**src/sv/sfr_pkg.sv**
```systemverilog
// Shared types and constants for the stuffed frame receiver.
`timescale 1ns / 1ps
package sfr_pkg;

	localparam logic [7:0]  START_BYTE = 8'h7F;
	localparam logic [15:0] CRC_SEED   = 16'hFFFF;
	localparam logic [15:0] CRC_POLY   = 16'h8005;
	localparam logic [15:0] CRC_TOP    = 16'h8000;

	typedef enum logic [2:0] {
		PH_HUNT  = 3'd0,
		PH_ADDR  = 3'd1,
		PH_LEN   = 3'd2,
		PH_DATA  = 3'd3,
		PH_CRCLO = 3'd4,
		PH_CRCHI = 3'd5
	} phase_t;

	typedef enum logic [1:0] {
		ST_OK      = 2'd0,
		ST_BADCRC  = 2'd1,
		ST_STUFF   = 2'd2,
		ST_NOSTART = 2'd3
	} status_t;

	localparam logic KIND_DATA   = 1'b0;
	localparam logic KIND_REPORT = 1'b1;

	// One result beat as it leaves the parser
	typedef struct packed {
		logic       kind;
		logic [7:0] data_byte;
		logic       is_last;
		status_t    status;
		logic [6:0] node_id;
		logic       sequence_bit;
		logic [7:0] payload_length;
	} res_t;

endpackage

```
**src/sv/sfr_crc16.sv**
```systemverilog
// CRC-16 (poly 0x8005, MSB first) update over one byte.
`timescale 1ns / 1ps
module sfr_crc16
	import sfr_pkg::*;
(
	input  logic [15:0] crc,
	input  logic [7:0]  data,
	output logic [15:0] crc_next
);

	// Shift the byte through eight bit steps
	always_comb begin
		logic [15:0] c;
		c = crc ^ {data, 8'h00};
		for (int k = 0; k < 8; k++) begin
			if ((c & CRC_TOP) != 16'h0000) begin
				c = {c[14:0], 1'b0} ^ CRC_POLY;
			end else begin
				c = {c[14:0], 1'b0};
			end
		end
		crc_next = c;
	end

endmodule

```
**src/sv/sfr_parse.sv**
```systemverilog
// Frame state machine: unstuffing, header capture, CRC check and result build.
`timescale 1ns / 1ps
module sfr_parse
	import sfr_pkg::*;
(
	input  logic       clk,
	input  logic       arst_n,
	input  logic       go,
	input  logic [7:0] b,
	output logic       res_valid,
	output res_t       res
);

	phase_t      phase_q, phase_d;
	logic        esc_q, esc_d;
	logic [15:0] crc_q, crc_d;
	logic [7:0]  remain_q, remain_d;
	logic [7:0]  len_q, len_d;
	logic [7:0]  addr_q, addr_d;
	logic [7:0]  crclo_q, crclo_d;
	logic [15:0] crc_upd;
	logic        is_start;
	logic        hunting;
	logic        stuff_err;
	logic        take;
	logic [7:0]  remain_dec;

	sfr_crc16 u_crc (
		.crc      (crc_q),
		.data     (b),
		.crc_next (crc_upd)
	);

	assign is_start   = (b == START_BYTE);
	assign hunting    = (phase_q == PH_HUNT) || (phase_q > PH_CRCHI);
	assign stuff_err  = esc_q && !is_start;
	// A byte goes on to the phase logic when it is plain or completes a pair
	assign take       = esc_q ? is_start : !is_start;
	assign remain_dec = remain_q - 8'd1;

	// Next state
	always_comb begin
		phase_d  = phase_q;
		esc_d    = esc_q;
		crc_d    = crc_q;
		remain_d = remain_q;
		len_d    = len_q;
		addr_d   = addr_q;
		crclo_d  = crclo_q;
		if (go) begin
			if (hunting) begin
				if (is_start) begin
					phase_d  = PH_ADDR;
					esc_d    = 1'b0;
					crc_d    = CRC_SEED;
					remain_d = 8'd0;
				end else begin
					phase_d = PH_HUNT;
				end
			end else if (stuff_err) begin
				esc_d   = 1'b0;
				phase_d = PH_HUNT;
			end else if (!take) begin
				esc_d = 1'b1;
			end else begin
				esc_d = 1'b0;
				case (phase_q)
					PH_ADDR: begin
						addr_d  = b;
						crc_d   = crc_upd;
						phase_d = PH_LEN;
					end
					PH_LEN: begin
						len_d    = b;
						remain_d = b;
						crc_d    = crc_upd;
						phase_d  = (b == 8'd0) ? PH_CRCLO : PH_DATA;
					end
					PH_DATA: begin
						crc_d    = crc_upd;
						remain_d = remain_dec;
						if (remain_dec == 8'd0) begin
							phase_d = PH_CRCLO;
						end
					end
					PH_CRCLO: begin
						crclo_d = b;
						phase_d = PH_CRCHI;
					end
					default: begin
						phase_d = PH_HUNT;
					end
				endcase
			end
		end
	end

	// Result beat
	always_comb begin
		res_valid = 1'b0;
		res       = '0;
		if (go) begin
			if (hunting) begin
				if (!is_start) begin
					res_valid  = 1'b1;
					res.kind    = KIND_REPORT;
					res.is_last = 1'b1;
					res.status  = ST_NOSTART;
				end
			end else if (stuff_err) begin
				res_valid   = 1'b1;
				res.kind    = KIND_REPORT;
				res.is_last = 1'b1;
				res.status  = ST_STUFF;
			end else if (take) begin
				case (phase_q)
					PH_DATA: begin
						res_valid          = 1'b1;
						res.kind           = KIND_DATA;
						res.data_byte      = b;
						res.status         = ST_OK;
						res.node_id        = addr_q[6:0];
						res.sequence_bit   = addr_q[7];
						res.payload_length = len_q;
					end
					PH_CRCHI: begin
						res_valid          = 1'b1;
						res.kind           = KIND_REPORT;
						res.is_last        = 1'b1;
						res.status         = ({b, crclo_q} == crc_q) ? ST_OK : ST_BADCRC;
						res.node_id        = addr_q[6:0];
						res.sequence_bit   = addr_q[7];
						res.payload_length = len_q;
					end
					default: begin
						res_valid = 1'b0;
					end
				endcase
			end
		end
	end

	// Hold frame state
	always_ff @(posedge clk or negedge arst_n) begin
		if (!arst_n) begin
			phase_q  <= PH_HUNT;
			esc_q    <= 1'b0;
			crc_q    <= CRC_SEED;
			remain_q <= 8'd0;
			len_q    <= 8'd0;
			addr_q   <= 8'd0;
			crclo_q  <= 8'd0;
		end else begin
			phase_q  <= phase_d;
			esc_q    <= esc_d;
			crc_q    <= crc_d;
			remain_q <= remain_d;
			len_q    <= len_d;
			addr_q   <= addr_d;
			crclo_q  <= crclo_d;
		end
	end

endmodule

```
**src/sv/stuffed_frame_receiver_crc16.sv**
```systemverilog
// Top level of the byte-stuffed frame receiver with CRC-16 check.
//
// Usage: raw serial bytes enter on rx_byte with in_valid / in_ready; one beat
// carries one byte. Results leave on out_valid / out_ready: payload bytes
// (kind 0) as they are unstuffed, and reports (kind 1, is_last set) for
// frame end (ok or bad CRC), stuffing errors and bytes seen outside a frame.
// Bytes that open a frame, carry the header or low CRC byte, or are the
// first half of a stuffed 0x7F pair give no result.
// Path: a byte is captured in the input register, passes the frame logic
// when that register moves on, and its result is loaded into the output
// register, from which it can be taken.
// Throughput: one byte per cycle while the output is not stalled; the CRC
// byte update and state step are combinational between the registers.
// Stall: when out_ready is low and a result is held, the input register
// fills and in_ready drops; nothing is lost or repeated. Bytes that give no
// result still move on while the output register is full only if it frees.
// Reset: clears the valid flags of both registers and returns the frame
// logic to hunting for the start byte with the CRC at its seed.
`timescale 1ns / 1ps
module stuffed_frame_receiver_crc16
	import sfr_pkg::*;
(
	input  logic       clk,
	input  logic       arst_n,
	input  logic       in_valid,
	output logic       in_ready,
	input  logic [7:0] rx_byte,
	output logic       out_valid,
	input  logic       out_ready,
	output logic       kind,
	output logic [7:0] data_byte,
	output logic       is_last,
	output logic [1:0] status,
	output logic [6:0] node_id,
	output logic       sequence_bit,
	output logic [7:0] payload_length
);

	logic       byte_vld_s1;
	logic [7:0] byte_s1;
	logic       out_vld_q;
	res_t       res_q;
	logic       advance;
	logic       res_valid;
	res_t       res;

	// Stage 1 moves on when the output register is free or being drained
	assign advance  = !out_vld_q || out_ready;
	assign in_ready = !byte_vld_s1 || advance;

	// Capture incoming beat
	always_ff @(posedge clk or negedge arst_n) begin
		if (!arst_n) begin
			byte_vld_s1 <= 1'b0;
		end else if (in_ready) begin
			byte_vld_s1 <= in_valid;
		end
	end

	always_ff @(posedge clk) begin
		if (in_ready && in_valid) begin
			byte_s1 <= rx_byte;
		end
	end

	sfr_parse u_parse (
		.clk       (clk),
		.arst_n    (arst_n),
		.go        (byte_vld_s1 && advance),
		.b         (byte_s1),
		.res_valid (res_valid),
		.res       (res)
	);

	// Hold result until taken
	always_ff @(posedge clk or negedge arst_n) begin
		if (!arst_n) begin
			out_vld_q <= 1'b0;
		end else if (advance) begin
			out_vld_q <= byte_vld_s1 && res_valid;
		end
	end

	always_ff @(posedge clk) begin
		if (advance && byte_vld_s1 && res_valid) begin
			res_q <= res;
		end
	end

	assign out_valid      = out_vld_q;
	assign kind           = res_q.kind;
	assign data_byte      = res_q.data_byte;
	assign is_last        = res_q.is_last;
	assign status         = res_q.status;
	assign node_id        = res_q.node_id;
	assign sequence_bit   = res_q.sequence_bit;
	assign payload_length = res_q.payload_length;

endmodule
```
**config.mk**
```make
export PLATFORM = sky130hd
export DESIGN_NAME = stuffed_frame_receiver_crc16
export DESIGN_NICKNAME = d
export VERILOG_FILES = /design/src/sv/sfr_pkg.sv /design/src/sv/sfr_crc16.sv /design/src/sv/sfr_parse.sv /design/src/sv/stuffed_frame_receiver_crc16.sv
export SDC_FILE = /design/constraint.sdc
export NUM_CORES = 1
export LEC_CHECK = 0
export BUFFER_PORTS_ARGS = -buffer_cell sky130_fd_sc_hd__buf_4
export CAP_MARGIN = 20
export CORE_MARGIN = 5
export CORE_UTILIZATION = 34
export CTS_BUF_LIST = sky130_fd_sc_hd__clkbuf_2 sky130_fd_sc_hd__clkbuf_4 sky130_fd_sc_hd__clkbuf_8
export CTS_CLUSTER_DIAMETER = 150
export DETAILED_ROUTE_END_ITERATION = 16
export SYNTH_ARGS = -nofsm -noshare
export SYNTH_HDL_FRONTEND = slang
export SYNTH_SLANG_ARGS = --single-unit
export TNS_END_PERCENT = 100
```
**constraint.sdc**
```tcl
create_clock -name clk -period 4.3 [get_ports clk]
set_input_delay 0.43 -clock clk [delete_from_list [all_inputs] [get_ports clk]]
set_output_delay 0.43 -clock clk [all_outputs]
set_load 0.02 [all_outputs]
```
After elaboration in Yosys (flattened, before gate mapping)
Index checks and enable logic that the tools add are counted.
{"block": "word_totals", "output_inout_bits": 30, "regBits": 90}
{"block": "op_classes", "muxes": 46, "n_eq_ne": 10, "n_lt_le_gt_ge": 1, "add_sub_neg": 1, "reduce_logical": 29, "bitwise_logic": 14}
{"op": "16-bit 2-to-1 mux", "n": 13}
{"op": "8-bit 2-to-1 mux", "n": 5}
{"op": "18-bit one-hot mux with 2 select lines", "n": 1}
{"op": "28-bit 2-to-1 mux", "n": 1}
{"op": "5-bit AND reduction", "n": 5}
{"op": "3-bit 2-to-1 mux", "n": 8}
{"op": "3-bit NOT", "n": 8}
{"op": "16-bit equality test", "n": 1}
{"op": "8-bit logical NOT", "n": 2}
{"op": "1-bit 2-to-1 mux", "n": 16}
{"op": "8-bit one-hot mux with 2 select lines", "n": 1}
{"op": "16-bit XOR", "n": 1}
{"op": "3-bit one-hot mux with 4 select lines", "n": 1}
{"op": "8-bit by 7-bit equality test with 1-bit output, second input constant", "n": 1}
{"op": "8-bit by 1-bit subtractor with 8-bit output, second input constant", "n": 1}
{"op": "3-bit by 2-bit equality test with 1-bit output, second input constant", "n": 2}
{"op": "3-bit equality test, second input constant", "n": 2}
{"op": "3-bit nonzero test", "n": 2}
{"op": "1-bit logical AND", "n": 5}
{"op": "1-bit NOT", "n": 5}
{"op": "5-bit OR reduction", "n": 1}
{"op": "2-bit by 1-bit != test with 1-bit output, second input constant", "n": 2}
{"op": "4-bit by 1-bit != test with 1-bit output, second input constant", "n": 1}
{"op": "2-bit nonzero test", "n": 2}
{"op": "other kinds (10)", "n": 14}

Depth between registers and ports, before layout
Gate-level depths: netlist of the first run.
{"block": "logic_depth", "word_depth": 21, "mapped_depth": 13}

Modules after synthesis
Synthesis of the first run repeated with hierarchy kept, for this count alone.
{"block": "unflattened", "hier_cells": 392, "area_unflattened_um2": 4449.3}
{"mod": "sfr_parse", "instances": 1, "seq_area_each_um2": 1321.3, "area_per_inst_um2": 2977.9, "cells_each": 320}
{"mod": "stuffed_frame_receiver_crc16", "instances": 1, "seq_area_each_um2": 1131.1, "area_per_inst_um2": 1192.4, "cells_each": 46}
{"mod": "sfr_crc16", "instances": 1, "seq_area_each_um2": 0.0, "area_per_inst_um2": 279.0, "cells_each": 26}

Worst setup path after synthesis of the first run
No wires, ideal clock.
{"block": "synth_timing", "path_kind": "reg2reg", "startpoint": "reg byte_s1[7]", "endpoint": "reg res_q (netlist bit data_byte[0]) (enable)", "setup_time_ns": 0.421, "n_path_buf": 3, "path_stages_with_launch": 9, "required_time_ns": 3.879, "period_less_slack_ns": 3.520, "t_arrival_ns": 3.098, "setup_slack_ns": 0.780, "path_cell_list": "edfxtp_1 -> clkbuf_1 -> nand4b_1 -> or2_2 -> clkbuf_1 -> ha_1 -> clkbuf_1 -> o211ai_1 -> a21oi_1"}
{"block": "synth_between", "elab_chain_len": 8, "word_cells_on_any_way": 10, "cone_classes": "1 x eq/ne; 6 x mux; 3 x reduce/logical"}
{"element": "start: declaration", "line_no": "stuffed_frame_receiver_crc16.sv:40", "source": "logic [7:0] byte_s1;"}
{"element": "start signal: assignment", "line_no": "stuffed_frame_receiver_crc16.sv:62", "source": "byte_s1 <= rx_byte;"}
{"element": "8-bit by 7-bit equality test with 1-bit output (*)", "line_no": "sfr_parse.sv:34", "source": "assign is_start = (b == START_BYTE);"}
{"element": "1-bit logical NOT", "line_no": "sfr_parse.sv:36, sfr_parse.sv:38"}
{"element": "1-bit 2-to-1 mux", "line_no": "sfr_parse.sv:38", "source": "assign take = esc_q ? is_start : !is_start;"}
{"element": "1-bit 2-to-1 mux", "line_no": "sfr_parse.sv:115", "source": "end else if (take) begin"}
{"element": "1-bit 2-to-1 mux", "line_no": "sfr_parse.sv:110", "source": "end else if (stuff_err) begin"}
{"element": "1-bit 2-to-1 mux (*)", "line_no": "sfr_parse.sv:103", "source": "if (hunting) begin"}
{"element": "1-bit 2-to-1 mux (*)", "line_no": "sfr_parse.sv:102", "source": "if (go) begin"}
{"element": "1-bit logical AND (*)", "line_no": "stuffed_frame_receiver_crc16.sv:85", "source": "if (advance && byte_vld_s1 && res_valid) begin"}
{"element": "end signal: assignment", "line_no": "stuffed_frame_receiver_crc16.sv:86", "source": "res_q <= res;"}
{"element": "end: declaration", "line_no": "stuffed_frame_receiver_crc16.sv:42", "source": "res_t res_q;"}
Every way passes the cells marked *; elsewhere a longest branch is shown, timed or not.
A chain may end at the register's enable or synchronous reset.

Final worst setup path of the first run
{"block": "layout_timing", "startpoint": "reg byte_s1[4]", "endpoint": "reg u_parse.len_q[4]"}
{"block": "layout_between", "elab_chain_len": 5, "word_cells_on_any_way": 6, "cone_classes": "1 x eq/ne; 1 x mux; 1 x bitwise; 3 x reduce/logical"}
{"element": "8-bit by 7-bit equality test with 1-bit output", "line_no": "sfr_parse.sv:34"}
{"element": "1-bit logical NOT", "line_no": "sfr_parse.sv:36, sfr_parse.sv:38"}
{"element": "1-bit logical AND", "line_no": "sfr_parse.sv:36", "source": "assign stuff_err = esc_q && !is_start;"}
{"element": "1-bit NOT (no source line)"}
{"element": "5-bit AND reduction (no source line)"}
{"element": "end signal: assignment", "line_no": "sfr_parse.sv:158", "source": "len_q <= len_d;"}
{"element": "end: declaration", "line_no": "sfr_parse.sv:18", "source": "logic [7:0] len_q, len_d;"}
Parallel ways exist; a longest one is shown, timed or not.

==> PnR_summary.wiki, run 1 <==
{| class="wikitable"
! Metric !! Value
|-
| Insertion delay of the later-clocked pin in the worst-skew pair || 0.37 ns
|-
| Die Y-Extent || 121 um
|-
| Vias after detailed routing || 2758
|-
| Leakage Power || 1.96 nW
|-
| Number of violations reported at the end of detailed-routing iteration 0 || 306
|-
| Run status || finished clean
|-
| Mean cell area of the mapped netlist || 12.3 um2
|-
| Sequential cell area in the final layout || 2420 um2
|-
| Period utilization || 75.2%
|-
| TritonCTS Buffers || 9
|-
| Internal Pwr Total || 2.26 mW
|-
| Post-Route Skew || 0.00893 ns
|-
| Minimum clock period after layout || 3.23 ns
|-
| Final ANT Viol Nets || 0
|-
| Overall track demand over capacity in global routing || 13.5%
|-
| Least-Margin Pin Slew || 0.965 ns
|-
| Post-synthesis sequential area ratio || 57.4%
|-
| # resized after CTS || 0
|-
| DP Cell Count || 537
|-
| Synth async-reset ratio || 60.7%
|-
| Share of power burned in registers || 42.0%
|-
| Worst-case register-to-register setup slack || 1.07 ns
|-
| Number of nets in the layout || 400
|-
| Antenna diodes || 0
|-
| Critical path data arrival time || 3.50 ns
|-
| Dpl ws || 1.14 ns
|-
| Ratio of total power to cell area || 745 nW/um2
|-
| Fill count || 1144
|-
| Die W || 121 um
|-
| Most common library cell in the layout ignoring fill and taps || sky130_fd_sc_hd__buf_4
|-
| Overflow left after global routing || 0
|-
| Leading cell types in the layout, fill and taps excluded || sky130_fd_sc_hd__buf_4, sky130_fd_sc_hd__dfrtp_1, sky130_fd_sc_hd__edfxtp_1
|-
| Number of storage elements in the synthesis netlist || 89
|-
| Synth unique cells || 50
|-
| Gate Count Post-Synth || 343
|-
| Final cell count without fillers || 553
|-
| Detail Placement HPWL || 6410 um
|-
| Area used by multi-input combinational logic || 1650 um2
|-
| Root cell of the clock tree || sky130_fd_sc_hd__clkbuf_8
|-
| Cell Area, Synth || 4220 um2
|-
| Setup repair after global routing missed its margin || false
|-
| Number of max-slew violations in the final report || 0
|-
| Switching pwr || 1.38 mW
|-
| Number of input and output port buffers inserted || 41
|-
| Initial cell density of the core || 35.0%
|-
| Sequence of cells on the critical path || nand4b_1 -> or2_2 -> ha_1 -> nor2_1 -> nand4_1 -> nor2_2 -> mux2_2
|-
| Clock network fraction of total power || 17.4%
|-
| Clock H-tree levels || 3
|-
| Crit Path Class || reg2reg
|-
| CP Max Fanout || 9
|-
| Pin count of the biggest net entering global routing || 55
|-
| Routed WL || 9280 um
|-
| Routability congestion estimate || 0.846
|-
| Setup-failing EPs final || 0
|-
| Number of max-cap violations || 0
|-
| First-pass GRT wire length || 15200 um
|-
| Number of global-route vias before repair || 2752
|-
| Tightest slew margin relative to the limit || 35.1%
|-
| Switching fraction of total power || 38.0%
|-
| Count of flip-flops with a built-in enable after synthesis || 35
|-
| Final hold vios || 0
|-
| Area delta synth->final || 16.1%
|-
| Share of final-layout standard cells stronger than drive strength 1 || 29.1%
|-
| Crit path launch type || flop
|-
| Routed len/inst || 16.8 um
|-
| Total Negative Setup Slacks || 0 ns
|-
| Worst VDD drop || 0.280 mV
|-
| Avg Vias per Cell || 4.99
|-
| Core box area || 12100 um2
|-
| Number of buffers between clock root and the deepest sink || 2
|-
| Element type at the critical path end || flop
|-
| Maximum clock frequency || 0.309 GHz
|-
| Combinational power share || 40.6%
|-
| Peak per-stage delay on the critical path || 0.63 ns
|-
| Number of iterations in the first detailed-routing pass || 7
|-
| Hold buffers post-CTS || 0
|-
| Row count || 40
|-
| Warnings from Yosys || 0
|-
| Worst setup slack after layout || 1.07 ns
|-
| Clk sink count || 89
|-
| Total chip power || 3.65 mW
|-
| Critical Path Slowest Stage Cell || sky130_fd_sc_hd__edfxtp_1
|-
| Hold Crit Class || in2async
|-
| Post-Synthesis Net Count || 363
|-
| Total DRC errors in the routed layout || 0
|-
| Worst Path Required || 4.56 ns
|-
| Clock tree from TritonCTS || built
|-
| Die Outline Area || 14700 um2
|-
| I/O pin count || 42
|-
| Clock slew seen by the registers of the worst setup and hold paths || 0.10 ns
|-
| Post-CTS Setup Bufs || 0
|-
| Primary flip-flop cell chosen by synthesis mapping || sky130_fd_sc_hd__dfrtp_1
|-
| Initial antenna violation count || 0
|}
power by group through the flow:
stage / Sequential (mW) / Combinational, mW / Clock [mW]
2_1_floorplan: 1.56 / 1.06 / 0
3_3_place_gp: 1.54 / 1.47 / 0
3_5_place_dp: 1.55 / 1.49 / 0
4_1_cts: 1.53 / 1.49 / 0.655
5_1_grt: 1.58 / 1.63 / 0.689
6_report: 1.53 / 1.48 / 0.633
area by class of cell:
cell class                 count  share of cell area (%)
sequential                    89                    49.5
inverter                       8                   0.613
clock inverter                 7                    2.07
multi-input combinational    224                    33.6
tap                          168                    4.29
timing repair buffer          48                    7.36
clock buffer                   9                    2.53
worst max-delay path: cells and delay by family, from the launching register on:
family	cells	cell delay, ns
AND/OR/NAND/NOR	5	1.80
multiplexers	1	0.39
adder cells (fa/ha/maj)	1	0.30
flip-flops	1	0.63
per-layer routing:
metal  vias to the layer above  wire length, um  track usage, %
li1                       1304                -               -
met1                      1352             4340            18.8
met2                        90             4260            20.2
met3                        12              567            3.96
met4                         0              105            3.92
met5                         -                0               0
synthesized netlist by cell type (3+ instances only):
library cell	number	area, um2
sky130_fd_sc_hd__clkbuf_1	6	22.5
sky130_fd_sc_hd__nand4_1	7	43.8
sky130_fd_sc_hd__o21ai_0	13	65.1
sky130_fd_sc_hd__nor2_1	21	78.8
sky130_fd_sc_hd__nand3_1	6	30.0
sky130_fd_sc_hd__mux2i_1	3	30.0
sky130_fd_sc_hd__buf_2	7	35.0
sky130_fd_sc_hd__nor4_1	6	37.5
sky130_fd_sc_hd__edfxtp_1	35	1050
sky130_fd_sc_hd__mux2_2	24	270
sky130_fd_sc_hd__a21oi_1	15	75.1
sky130_fd_sc_hd__xor2_1	9	78.8
sky130_fd_sc_hd__a211oi_1	4	30.0
sky130_fd_sc_hd__dfstp_2	16	420
sky130_fd_sc_hd__nand2b_1	3	18.8
sky130_fd_sc_hd__buf_4	6	45.0
sky130_fd_sc_hd__nor3_1	6	30.0
sky130_fd_sc_hd__and2_1	27	169
sky130_fd_sc_hd__o22a_1	10	87.6
sky130_fd_sc_hd__ha_1	8	100
sky130_fd_sc_hd__xnor2_1	18	158
sky130_fd_sc_hd__inv_1	8	30.0
sky130_fd_sc_hd__dfrtp_1	38	951
sky130_fd_sc_hd__nand2_1	12	45.0
stage by stage:
stage	util, %	hold WS [ns]	instance area [um2]
floorplan	-	0.134	4220
global placement	38.7	0.481	4670
detailed placement	38.7	0.474	4670
CTS	40.6	0.117	4890
global route	40.6	0.140	4890
finish	40.6	0.103	4890
registers in the layout (all words and copies together) (netlist names), 2 cells and up:
| signal | cells |
|---|---|
| u_parse.remain_q | 8 |
| u_parse.len_q | 8 |
| node_id | 7 |
| data_byte | 8 |
| u_parse.phase_q | 3 |
| status | 2 |
| u_parse.crclo_q | 8 |
| u_parse.crc_q | 16 |
| u_parse.addr_q | 8 |
| payload_length | 8 |
| byte_s1 | 8 |
cell families after synthesis:
logic type / share of synthesized area, %
buffers and inverters: 3.59
adder cells (fa/ha/maj): 2.37
XOR/XNOR: 7.45
flip-flops: 57.4
multiplexers: 7.12
AO/OA/AOI/OAI: 9.08
AND/OR/NAND/NOR: 12.9
worst paths after layout:
| path | start | end | depth (start not counted) |
|---|---|---|---|
| max in group asynchronous | arst_n | byte_vld_s1$_DFFE_PN0N_ | 1 |
| min reg2reg | u_parse.remain_q[7]$_DFFE_PN0P_ | u_parse.remain_q[7]$_DFFE_PN0P_ | 2 |
| max | byte_s1[4]$_DFFE_PP_ | u_parse.len_q[4]$_DFFE_PN0P_ | 7 |
| min | arst_n | u_parse.crclo_q[1]$_DFFE_PN0P_ | 1 |
| min in group clk | rx_byte[1] | byte_s1[1]$_DFFE_PP_ | 1 |
| max reg2reg | byte_s1[4]$_DFFE_PP_ | u_parse.len_q[4]$_DFFE_PN0P_ | 7 |
(Power assumes the default switching activity.)
==> inputs of run 2 (changes only) <==
clock period = 2.9 ns   (was 4.3 ns; I/O delays follow)
==> PnR_summary.wiki, run 2 (synthesized netlist as in run 1, its figures left out) <==
{| class="wikitable"
! Metric !! Value
|-
| Worst flop-to-flop path startpoint || byte_s1[7]$_DFFE_PP_ (was byte_s1[4]$_DFFE_PP_)
|-
| Run status || finished clean (unchanged)
|-
| Initial cell density of the core || 35.0% (unchanged)
|-
| Sequential cell area in the final layout || 2420 um2 (unchanged)
|-
| Number of violations reported at the end of detailed-routing iteration 0 || 145 (was 306)
|-
| Worst VDD drop || 0.385 mV (was 0.280 mV)
|-
| Hold Startpoint || rx_byte[1]
|-
| Switching fraction of total power || 37.2% (was 38.0%)
|-
| Detail Placement HPWL || 6370 um (was 6410 um)
|-
| Die Y-Extent || 121 um (unchanged)
|-
| Ratio of total power to cell area || 1090 nW/um2 (was 745 nW/um2)
|-
| Overflow left after global routing || 0 (unchanged)
|-
| Crit. Startpoint || byte_s1[7]$_DFFE_PP_ (was byte_s1[4]$_DFFE_PP_)
|-
| Minimum clock period after layout || 2.58 ns (was 3.23 ns)
|-
| Number of nets in the layout || 411 (was 400)
|-
| Switching pwr || 2.01 mW (was 1.38 mW)
|-
| Area delta synth->final || 17.8% (was 16.1%)
|-
| Critical Path Slowest Stage Cell || sky130_fd_sc_hd__ha_1 (was sky130_fd_sc_hd__edfxtp_1)
|-
| Cell depth of the worst setup path || 9 (was 7)
|-
| Die Outline Area || 14700 um2 (unchanged)
|-
| CP delay by family, top || simple AND/OR/NAND/NOR gates (unchanged)
|-
| Share of power burned in registers || 41.3% (was 42.0%)
|-
| Worst setup path end || u_parse.remain_q[3]$_DFFE_PN0P_ (was u_parse.len_q[4]$_DFFE_PN0P_)
|-
| Sequence of cells on the critical path || nand4b_1 -> or2_2 -> ha_1 -> nand2b_1 -> nor3b_1 -> o221a_2 -> o21ai_2 -> o21ai_0 -> o21ai_0 (was nand4b_1 -> or2_2 -> ha_1 -> nor2_1 -> nand4_1 -> nor2_2 -> mux2_2)
|-
| Row count || 40 (unchanged)
|-
| Final hold vios || 0 (unchanged)
|-
| R2R cell count || 9 (was 7)
|-
| Share of final-layout standard cells stronger than drive strength 1 || 30.8% (was 29.1%)
|-
| Largest register by flop count || u_parse.crc_q (unchanged)
|-
| Most common library cell in the layout ignoring fill and taps || sky130_fd_sc_hd__buf_4 (unchanged)
|-
| Least-Margin Pin Slew || 0.692 ns (was 0.965 ns)
|-
| First-pass GRT wire length || 14700 um (was 15200 um)
|-
| Period utilization || 88.9% (was 75.2%)
|-
| Element type at the critical path end || flop (unchanged)
|-
| Number of input and output port buffers inserted || 41 (unchanged)
|-
| Clock network fraction of total power || 16.4% (was 17.4%)
|-
| Most prevalent standard cell on the critical path || sky130_fd_sc_hd__o21ai_0
|-
| Worst Path Required || 3.16 ns (was 4.56 ns)
|-
| Number of buffers between clock root and the deepest sink || 2 (unchanged)
|-
| Tightest slew margin relative to the limit || 53.8% (was 35.1%)
|-
| Clock H-tree levels || 3 (unchanged)
|-
| Worst-case register-to-register setup slack || 0.32 ns (was 1.07 ns)
|-
| Crit path launch type || flop (unchanged)
|-
| Total Negative Setup Slacks || 0 ns (unchanged)
|-
| Crit path buffers/inverters || 0 (unchanged)
|-
| Capture point of the worst reg-to-reg path || u_parse.remain_q[3]$_DFFE_PN0P_ (was u_parse.len_q[4]$_DFFE_PN0P_)
|-
| Crit Path Class || reg2reg (unchanged)
|-
| Post-Route Skew || 0.0128 ns (was 0.00893 ns)
|-
| Number of iterations in the first detailed-routing pass || 4 (was 7)
|-
| Routed len/inst || 16.1 um (was 16.8 um)
|-
| Overall track demand over capacity in global routing || 13.0% (was 13.5%)
|-
| Number of max-slew violations in the final report || 0 (unchanged)
|-
| Area used by multi-input combinational logic || 1650 um2 (about the same)
|-
| Core box area || 12100 um2 (unchanged)
|-
| Leakage Power || 2.01 nW (was 1.96 nW)
|-
| Root cell of the clock tree || sky130_fd_sc_hd__clkbuf_8 (unchanged)
|-
| Combinational power share || 42.3% (was 40.6%)
|-
| GRT met1 Usage || 16.9% (was 18.8%)
|-
| Maximum clock frequency || 0.388 GHz (was 0.309 GHz)
|-
| Leading cell types in the layout, fill and taps excluded || sky130_fd_sc_hd__buf_4, sky130_fd_sc_hd__dfrtp_1, sky130_fd_sc_hd__edfxtp_1 (unchanged)
|-
| Peak per-stage delay on the critical path || 0.40 ns (was 0.63 ns)
|-
| Routed WL || 9080 um (was 9280 um)
|-
| CP Max Fanout || 8 (was 9)
|-
| Initial antenna violation count || 0 (unchanged)
|-
| Die W || 121 um (unchanged)
|-
| Total DRC errors in the routed layout || 0 (unchanged)
|-
| Worst setup slack after layout || 0.322 ns (was 1.07 ns)
|-
| Hold Crit Class || in2reg (was in2async)
|-
| Clk sink count || 89 (unchanged)
|-
| Insertion delay of the later-clocked pin in the worst-skew pair || 0.37 ns (about the same)
|-
| Flip-flop count of the largest register, all copies and words added || 16 (unchanged)
|-
| Fill count || 1159 (was 1144)
|-
| Avg Vias per Cell || 4.94 (was 4.99)
|-
| TritonCTS Buffers || 9 (unchanged)
|-
| Pin count of the biggest net entering global routing || 55 (unchanged)
|-
| Met3 demand-to-capacity share in global routing || 3.08% (was 3.96%)
|-
| Internal Pwr Total || 3.39 mW (was 2.26 mW)
|-
| Dpl ws || 0.354 ns (was 1.14 ns)
|-
| Critical path data arrival time || 2.84 ns (was 3.50 ns)
|-
| Vias after detailed routing || 2785 (was 2758)
|-
| Final ANT Viol Nets || 0 (unchanged)
|-
| Antenna diodes || 0 (unchanged)
|-
| Met2 routing resource usage after global routing || 19.8% (was 20.2%)
|-
| Highest-utilization routing layer at the global route stage || met2 (unchanged)
|-
| Routability congestion estimate || 0.885 (was 0.846)
|-
| Setup repair after global routing missed its margin || false (unchanged)
|-
| Clock slew seen by the registers of the worst setup and hold paths || 0.09 ns (was 0.10 ns)
|-
| Number of max-cap violations || 0 (unchanged)
|-
| Number of global-route vias before repair || 2810 (was 2752)
|-
| Clock tree from TritonCTS || built (unchanged)
|-
| I/O pin count || 42 (unchanged)
|-
| Setup-failing EPs final || 0 (unchanged)
|}
[run 2: timing repair]
item | 4_1_cts | 5_1_grt
gates resized for setup | 0 | 0
hold buffers | 1 | 0
buffers inserted | 0 | 0
endpoints found under the hold margin | 33 | 0
[run 2: cell type report]
cell class	count	area share, %
Sequential cell	89	48.8
Multi-Input combinational cell	224	33.3
Timing Repair Buffer	59	8.96
Tap cell	168	4.23
Clock buffer	10	2.64
Clock inverter	6	1.51
Inverter	8	0.604
[run 2: metal layers]
| metal | vias to the layer above | routed length [um] |
|---|---|---|
| met5 | - | 0 |
| li1 | 1325 | - |
| met4 | 0 | 246 |
| met1 | 1347 | 4100 |
| met2 | 95 | 4170 |
| met3 | 18 | 566 |
[run 2: power groups by stage]
| stage | logic (mW) | clock network (mW) | registers, mW |
|---|---|---|---|
| 2_1_floorplan | 1.59 | 0 | 2.30 |
| 3_3_place_gp | 2.26 | 0 | 2.25 |
| 3_5_place_dp | 2.30 | 0 | 2.27 |
| 4_1_cts | 2.31 | 0.914 | 2.24 |
| 5_1_grt | 2.50 | 0.963 | 2.30 |
| 6_report | 2.28 | 0.886 | 2.23 |
[run 2: through the flow]
stage          std cells  instance area [um2]  hold WS (ns)  util, %  total power, mW
4_1_cts              564                 4970        0.0825     41.2             5.46
3_3_place_gp         547                 4750         0.382     39.4             4.50
2_1_floorplan        343                 4230      -0.00559        -             3.89
3_5_place_dp         547                 4750         0.395     39.4             4.56
6_report             564                 4970        0.0944     41.2             5.40
5_1_grt              564                 4970        0.0792     41.2             5.76
[run 2: how the worst min path moves through the flow]
stage	depth (start not counted)	slack, ns	endpoint
after CTS	1	0.08	byte_s1[1]$_DFFE_PP_
final	1	0.09	byte_s1[1]$_DFFE_PP_
after global placement	1	0.38	u_parse.addr_q[3]$_DFFE_PN0P_
after floorplan	0	-0.006	byte_vld_s1$_DFFE_PN0N_
after global routing	1	0.08	byte_s1[2]$_DFFE_PP_
after detailed placement	1	0.39	u_parse.crclo_q[2]$_DFFE_PN0P_
